## config.mk

```make
export PLATFORM = sky130hd
export DESIGN_NAME = round_robin_slot_allocator
export DESIGN_NICKNAME = d
export VERILOG_FILES = /design/src/rtl/core/rras_pkg.sv /design/src/rtl/core/rras_cell.sv /design/src/rtl/core/round_robin_slot_allocator.sv
export SDC_FILE = /design/constraint.sdc
export NUM_CORES = 1
export LEC_CHECK = 0
export ABC_AREA = 1
export ABC_CLOCK_PERIOD_IN_PS = 2400
export BUFFER_PORTS_ARGS = -buffer_cell sky130_fd_sc_hd__buf_2
export CORE_MARGIN = 4
export CORE_UTILIZATION = 56
export DETAILED_ROUTE_END_ITERATION = 6
export GPL_TIMING_DRIVEN = 0
export PLACE_DENSITY = 0.77
export REMOVE_ABC_BUFFERS = 1
export SYNTH_ARGS = -nofsm -noshare
export SYNTH_HDL_FRONTEND = slang
export SYNTH_SLANG_ARGS = --single-unit
```

## constraint.sdc

```tcl
create_clock -name i_clk -period 2.4 [get_ports i_clk]
set_input_delay 0.36 -clock i_clk [delete_from_list [all_inputs] [get_ports i_clk]]
set_output_delay 0.36 -clock i_clk [all_outputs]
set_load 0.01 [all_outputs]
```

## src/rtl/core/rras_pkg.sv

```systemverilog
// Shared types and codes for the round-robin slot allocator.
`timescale 1ns / 1ps

package rras_pkg;

    localparam int CFG_W    = 6;
    localparam int SLOT_W   = 5;
    localparam int STATUS_W = 2;

    localparam logic CMD_LOCK    = 1'b0;
    localparam logic CMD_RELEASE = 1'b1;

    localparam logic [STATUS_W-1:0] ST_GRANTED  = 2'd0;
    localparam logic [STATUS_W-1:0] ST_NONE     = 2'd1;
    localparam logic [STATUS_W-1:0] ST_RELEASED = 2'd2;
    localparam logic [STATUS_W-1:0] ST_BAD_IDX  = 2'd3;

    // broadcast controls for the cell row
    typedef struct packed {
        logic scan;   // token marks its cell busy
        logic shift;  // token moves one cell on
        logic flush;  // token removed
    } t_cell_ctl;

endpackage

```

## src/rtl/core/rras_cell.sv

```systemverilog
// One slot cell: busy mark plus a search token passed to the next cell.
`timescale 1ns / 1ps

module rras_cell (
    input  logic                i_clk,
    input  logic                i_rst_n,
    input  rras_pkg::t_cell_ctl i_ctl,
    input  logic                i_load,
    input  logic                i_release,
    input  logic                i_token,
    output logic                o_token,
    output logic                o_busy,
    output logic                o_hit
);
    import rras_pkg::*;

    logic r_busy;
    logic r_token;

    always_ff @(posedge i_clk) begin
        if (!i_rst_n) begin
            r_busy  <= 1'b0;
            r_token <= 1'b0;
        end else begin
            if (i_release) begin
                r_busy <= 1'b0;
            end else if (i_ctl.scan && r_token) begin
                r_busy <= 1'b1;
            end

            if (i_load) begin
                r_token <= 1'b1;
            end else if (i_ctl.flush) begin
                r_token <= 1'b0;
            end else if (i_ctl.shift) begin
                r_token <= i_token;
            end
        end
    end

    assign o_token = r_token;
    assign o_busy  = r_busy;
    assign o_hit   = r_token & ~r_busy;

endmodule

```

## src/rtl/core/round_robin_slot_allocator.sv

```systemverilog
// Top level: round-robin free-slot allocator built on a row of slot cells.
`timescale 1ns / 1ps
//
// Requests arrive on the s_axis channel: tuser[0] is the command (lock or
// release), tdata[4:0] the slot to release. Each request gives one response
// on m_axis: tuser[1:0] is the status, tdata[4:0] the granted slot.
// i_cfg_we/i_cfg_wdata write the active slot count; write it only while idle.
//
// A lock drops a search token into the cell at the start pointer; the token
// hops one cell per cycle along the active slots, wrapping, until it sits on
// a free cell or has visited every active slot. A lock response goes from
// the scan to the pending register and then to the output register; a
// release response skips the scan. One request is in flight at a time; the
// next is accepted once the response has moved to the output register, even
// if the receiver has not taken it yet.
// Reset (i_rst_n low, synchronous) frees every slot, zeroes the start
// pointer and sets the active count to 32. If m_axis_tready is low the
// response holds; a finished next response waits inside until it drains.

module round_robin_slot_allocator #(
    parameter int SLOTS = 32
) (
    input  logic                      i_clk,
    input  logic                      i_rst_n,
    input  logic                      i_cfg_we,
    input  logic [rras_pkg::CFG_W-1:0] i_cfg_wdata,
    input  logic                      s_axis_tvalid,
    output logic                      s_axis_tready,
    input  logic [7:0]                s_axis_tdata,  // [4:0] release_index
    input  logic [0:0]                s_axis_tuser,  // [0] command
    output logic                      m_axis_tvalid,
    input  logic                      m_axis_tready,
    output logic [7:0]                m_axis_tdata,  // [4:0] slot_index
    output logic [1:0]                m_axis_tuser   // [1:0] status
);
    import rras_pkg::*;

    localparam int IW = $clog2(SLOTS);
    localparam int NW = ($clog2(SLOTS + 1) > CFG_W) ? $clog2(SLOTS + 1) : CFG_W;

    typedef enum logic [1:0] {S_IDLE, S_SCAN, S_DELIVER} t_state;

    t_state               r_state;
    logic [CFG_W-1:0]     r_active;
    logic [IW-1:0]        r_ptr;
    logic [IW-1:0]        r_pos;
    logic [NW-1:0]        r_left;
    logic [STATUS_W-1:0]  r_pend_status;
    logic [SLOT_W-1:0]    r_pend_idx;
    logic                 r_out_valid;
    logic [STATUS_W-1:0]  r_out_status;
    logic [SLOT_W-1:0]    r_out_idx;

    logic [NW-1:0]        w_act;
    logic [NW-1:0]        w_n;
    logic [NW-1:0]        w_n_m1;
    logic [IW-1:0]        w_last;
    logic [IW-1:0]        w_start;
    logic [NW-1:0]        w_pos_ext;
    logic [NW-1:0]        w_pos_inc;
    logic [IW-1:0]        n_pos;
    logic [SLOT_W-1:0]    w_rel;
    logic                 w_rel_ok;
    logic                 w_accept;
    logic                 w_cmd;
    logic                 w_any_hit;
    logic                 w_tok_wrap;
    logic                 w_deliver;
    t_cell_ctl            w_ctl;
    logic [SLOTS-1:0]     w_tok;
    logic [SLOTS-1:0]     w_busy;
    logic [SLOTS-1:0]     w_hit;

    // effective slot count: zero acts as one, clamp at SLOTS
    assign w_act  = NW'(r_active);
    assign w_n    = (r_active == '0) ? NW'(1) :
                    (w_act > NW'(SLOTS)) ? NW'(SLOTS) : w_act;
    assign w_n_m1 = w_n - NW'(1);
    assign w_last = w_n_m1[IW-1:0];
    assign w_start = (NW'(r_ptr) < w_n) ? r_ptr : '0;

    assign w_pos_ext = NW'(r_pos);
    assign w_pos_inc = w_pos_ext + NW'(1);
    assign n_pos     = (w_pos_inc >= w_n) ? '0 : w_pos_inc[IW-1:0];

    assign w_accept = s_axis_tvalid && s_axis_tready;
    assign w_cmd    = s_axis_tuser[0];
    assign w_rel    = s_axis_tdata[SLOT_W-1:0];
    assign w_rel_ok = NW'(w_rel) < w_n;

    assign w_any_hit  = |w_hit;
    assign w_tok_wrap = w_tok[w_last];

    // pending response moves to the output register
    assign w_deliver = (r_state == S_DELIVER) && (!r_out_valid || m_axis_tready);

    always_comb begin
        w_ctl.scan  = (r_state == S_SCAN);
        w_ctl.shift = (r_state == S_SCAN) && !w_any_hit && (r_left != NW'(1));
        w_ctl.flush = (r_state == S_SCAN) && !w_ctl.shift;
    end

    for (genvar i = 0; i < SLOTS; i++) begin : g_cell
        logic w_tok_in;
        logic w_load;
        logic w_release;

        if (i == 0) begin : g_head
            assign w_tok_in = w_tok_wrap;
        end else begin : g_body
            assign w_tok_in = w_tok[i-1] & (NW'(i) < w_n);
        end

        assign w_load    = w_accept && (w_cmd == CMD_LOCK) && (w_start == IW'(i));
        assign w_release = w_accept && (w_cmd == CMD_RELEASE) && w_rel_ok
                           && (NW'(w_rel) == NW'(i));

        rras_cell u_cell (
            .i_clk     (i_clk),
            .i_rst_n   (i_rst_n),
            .i_ctl     (w_ctl),
            .i_load    (w_load),
            .i_release (w_release),
            .i_token   (w_tok_in),
            .o_token   (w_tok[i]),
            .o_busy    (w_busy[i]),
            .o_hit     (w_hit[i])
        );
    end

    always_ff @(posedge i_clk) begin
        if (!i_rst_n) begin
            r_state     <= S_IDLE;
            r_active    <= CFG_W'(32);
            r_ptr       <= '0;
            r_out_valid <= 1'b0;
        end else begin
            if (i_cfg_we) begin
                r_active <= i_cfg_wdata;
            end

            if (w_deliver) begin
                r_out_valid <= 1'b1;
            end else if (m_axis_tready) begin
                r_out_valid <= 1'b0;
            end

            case (r_state)
                S_IDLE: begin
                    if (w_accept) begin
                        if (w_cmd == CMD_LOCK) begin
                            r_pos   <= w_start;
                            r_left  <= w_n;
                            r_state <= S_SCAN;
                        end else begin
                            r_pend_status <= w_rel_ok ? ST_RELEASED : ST_BAD_IDX;
                            r_pend_idx    <= '0;
                            r_state       <= S_DELIVER;
                        end
                    end
                end
                S_SCAN: begin
                    if (w_any_hit) begin
                        r_pend_status <= ST_GRANTED;
                        r_pend_idx    <= w_pos_ext[SLOT_W-1:0];
                        r_ptr         <= n_pos;
                        r_state       <= S_DELIVER;
                    end else if (r_left == NW'(1)) begin
                        r_pend_status <= ST_NONE;
                        r_pend_idx    <= '0;
                        r_state       <= S_DELIVER;
                    end else begin
                        r_pos  <= n_pos;
                        r_left <= r_left - NW'(1);
                    end
                end
                S_DELIVER: begin
                    if (w_deliver) begin
                        r_out_status <= r_pend_status;
                        r_out_idx    <= r_pend_idx;
                        r_state      <= S_IDLE;
                    end
                end
                default: begin
                    r_state <= S_IDLE;
                end
            endcase
        end
    end

    assign s_axis_tready = (r_state == S_IDLE);
    assign m_axis_tvalid = r_out_valid;
    assign m_axis_tdata  = {{(8 - SLOT_W){1'b0}}, r_out_idx};
    assign m_axis_tuser  = r_out_status;

    // at most one search token in the row
    a_one_token: assert property (@(posedge i_clk) disable iff (!i_rst_n)
        $onehot0(w_tok))
        else $error("more than one search token in the cell row");

    // tokens live only while scanning
    a_token_scan: assert property (@(posedge i_clk) disable iff (!i_rst_n)
        (r_state != S_SCAN) |-> (w_tok == '0))
        else $error("search token outside a scan");

    // a grant marks exactly one newly busy slot
    a_grant_marks: assert property (@(posedge i_clk) disable iff (!i_rst_n)
        (r_state == S_SCAN && w_any_hit) |=> $onehot(w_busy & ~$past(w_busy)))
        else $error("grant did not mark exactly one slot busy");

    // scan budget never runs out while scanning
    a_left_nonzero: assert property (@(posedge i_clk) disable iff (!i_rst_n)
        (r_state == S_SCAN) |-> (r_left != '0))
        else $error("scan with no slots left to visit");

endmodule
```

==> results.toml <==
[grt]
grt_pass1_wl_mm = 30.06
grt_usage_pct = 29.99
grt-ovfl-total = 0
antenna_found_initial = 0
grt_pass1_vias = 5805
grt_max_degree = 54

[routing]
vias = 6714
drc = 0
dr.pass1.iters = 7
wl_per_cell_um = 19.20
ant_nets = 0
wirelength_mm = 21.08
drtIter0Drc = 852
routed_via_density = 6.115

[worst_setup_path]
crit_type = "flip-flop to flip-flop"
worst-path-max-fanout = 16
path_buf_inv = 3
crit_slowest_cell = "a21boi_0"
crit_chain = "inv_6 -> nand2_4 -> ha_1 -> a21boi_0 -> o2111ai_2 -> buf_4 -> nand3_4 -> o21ai_0 -> inv_1"
timing.rr.start = "r_active[5]"
crit_family = "compound AO/OA/AOI/OAI gates"
cp-start-kind = "flip-flop"
end_kind = "flip-flop"
cpPeakStageDelay_ps = 580
crit_required_ps = 2730
worstPathArrival_ps = 2910
startpoint = "r_active[5]"
ff2ff_setup_slack_ps = -170

[logic_synthesis]
synth_top_area_share_pct = 25.65
ys_types = 44
synthTopCellsByArea = "dfxtp_1 (26%), edfxtp_1 (12%), nand2_1 (11%)"
synth.most_common_cell = "nand2_1"
yosysSeqAreaShare_pct = 37.98
yosysWarningCount = 0
syn-cell-area_um2 = 6088
synth_ff_type = "dfxtp_1"
synth_edf_count = 25
synth_seq_cells = 103
synth_common_cells = "nand2_1 (178), nor2_1 (140), inv_1 (127)"
avgSynthCellArea_um2 = 6.742
yosysTopAreaCell = "dfxtp_1"
syn_inst = 903
async_flop_share_pct = 0

[layout]
drive_gt1_share_pct = 20.58
nets = 996
fin_util_pct = 70.22
syn_to_final_growth_pct = 20.67
fin_area_um2 = 7347
num_antenna_cells = 0

[die]
rows = 37
initial_core_util_pct = 58.19
core_area_um2 = 10460
dieArea_um2 = 12600
io_pins = 32
die_w_um = 112.3
die_h_um = 112.3

[clocking]
ctsHtreeMaxLevel = 3
post_cts_hold_buffer_count = 0
root_buffer = "clkbuf_8"
cts_tree = "built"
clk_latency_ps = 390
clockBufferDepth = 2
cts_buffers = 9
path_clk_slew_ps = 100
clock-sinks = 103

[pwr]
irDropWorstVdd_mv = 0.3504
p_sw_mw = 1.292
clkPwrFrac_pct = 31.0
internal_power_mw = 2.693
switching_share_pct = 32.41
seqPwrFrac_pct = 47.2
power_frac_comb_pct = 21.8
power_leakage_nw = 3.077
p_per_area_nw_per_um2 = 542.4

[timing]
setup_ws_ps = -172.6
period_share_pct = 107.2
finalClockSkew_ps = 13.86
drv_slew = 0
min_period_ps = 2573
setup_violations = 62
tightest_slew_ps = 1167
hold_viol = 0
rsz0062_at_grt = "yes"
fmax_ghz = 0.3887
hold_ws_ps = 191.9
relSlewSlack_pct = 22.11

[outcome]
status = "finished, violations left"
failed_checks = "setup timing"

[placed_design]
hpwl_mm = 12.13
placedInstanceArea_um2 = 6228
gp_congestion = 0.9849
portBuffers = 25

[flow_run]
timing.max_cap.violations = 0

[min_path]
hold_start = "i_cfg_wdata[3]"
hold_class = "input port to flip-flop"
power groups by stage:
stage               clock network (mW)  registers [mW]  logic (mW)
detailed placement                   0            1.91       0.586
CTS                               1.23            1.88       0.681
global placement                     0            1.91       0.578
finish                            1.23            1.88       0.870
global route                      1.31            1.89       0.918
floorplan                            0            1.90       0.391
repair_timing:
action | 4_1_cts | 5_1_grt
buffers inserted | 16 | 33
cloned | 4 | 0
gates resized for setup | 54 | 84
pin swaps | 9 | 32
endpoints found under the setup margin | 100 | 99
worst reg2reg max path: cells and delay by family (launching register included):
kind / cells / cell delay, ps
AOI/OAI and AO/OA: 3 / 970
buffers and inverters: 3 / 440
DFF: 1 / 410
and+or+nand+nor: 2 / 380
adders and majority gates: 1 / 340
sequential cells by signal, summed over array words and instances (netlist names), 5 cells and up:
register and count:
g_cell.u_cell.o_busy 32, g_cell.u_cell.o_token 32, r_active 6, r_left 6, r_out_idx 5, r_pend_idx 5
r_pos 5, r_ptr 5
final cells by class:
class	instances	area, µm²
multi-input cells	637	3611
inverters	132	523.0
clock inverters	7	96.34
flip-flops and latches	103	2330
clock buffers	9	123.9
well taps	136	170.2
fillers	854	3115
repair buffers	74	493.0
routing by layer:
layer | track usage, % | vias up | routed length [µm]
met5 | 0 | - | 0
met4 | 15.54 | 0 | 1285
li1 | - | 3034 | -
met2 | 45.21 | 530 | 9186
met3 | 5.930 | 134 | 2758
met1 | 40.80 | 3016 | 7848
cell usage in the layout, fill, tap and decap left out, types with 5 or more instances in the layout:
cell | Yosys | layout
nor3_1 | 14 | 13
dfxtp_1 | 78 | 72
buf_2 | 5 | 25
nand2_4 | 2 | 11
inv_2 | 3 | 8
edfxtp_1 | 25 | 25
o21bai_1 | 20 | 20
clkbuf_8 | 0 | 9
nor2_4 | 4 | 23
nand3_2 | 0 | 5
nand2_1 | 178 | 160
o21ai_0 | 74 | 67
o21ai_1 | 1 | 7
nand3_4 | 1 | 5
a31oi_1 | 17 | 17
nor2_1 | 140 | 116
nor2_2 | 1 | 8
a21oi_2 | 1 | 10
a21oi_1 | 66 | 56
nand2_2 | 5 | 13
inv_1 | 127 | 117
buf_4 | 3 | 49
o22ai_1 | 6 | 6
nand3_1 | 56 | 48
ha_1 | 19 | 15
metrics by stage:
| stage | worst slack (ps) | total power [mW] | cells | TNS (ps) |
|---|---|---|---|---|
| floorplan | -1168 | 2.294 | 868 | -66600 |
| global placement | -3412 | 2.489 | 1029 | -251900 |
| detailed placement | -1419 | 2.499 | 1029 | -85010 |
| CTS | -1.771 | 3.794 | 1065 | -2.825 |
| global route | -224.4 | 4.112 | 1098 | -8605 |
| finish | -172.6 | 3.985 | 1098 | -5285 |
final timing paths:
kind                         endpoint  cells after the start
max          g_cell[21].u_cell.o_busy                      9
min                       r_active[3]                      3
max reg2reg  g_cell[21].u_cell.o_busy                      9
min reg2reg              r_out_idx[1]                      0
cells by family after synthesis:
family | after synthesis | share of synthesized area [%]
AND/OR/NAND/NOR | 407 | 28.01
flip-flops | 103 | 37.98
other | 1 | 0.06159
adder cells (fa/ha/maj) | 19 | 3.905
buffers and inverters | 169 | 10.97
AO/OA/AOI/OAI | 199 | 18.35
XOR/XNOR | 5 | 0.7194
Power figures use the tool's default switching activity.
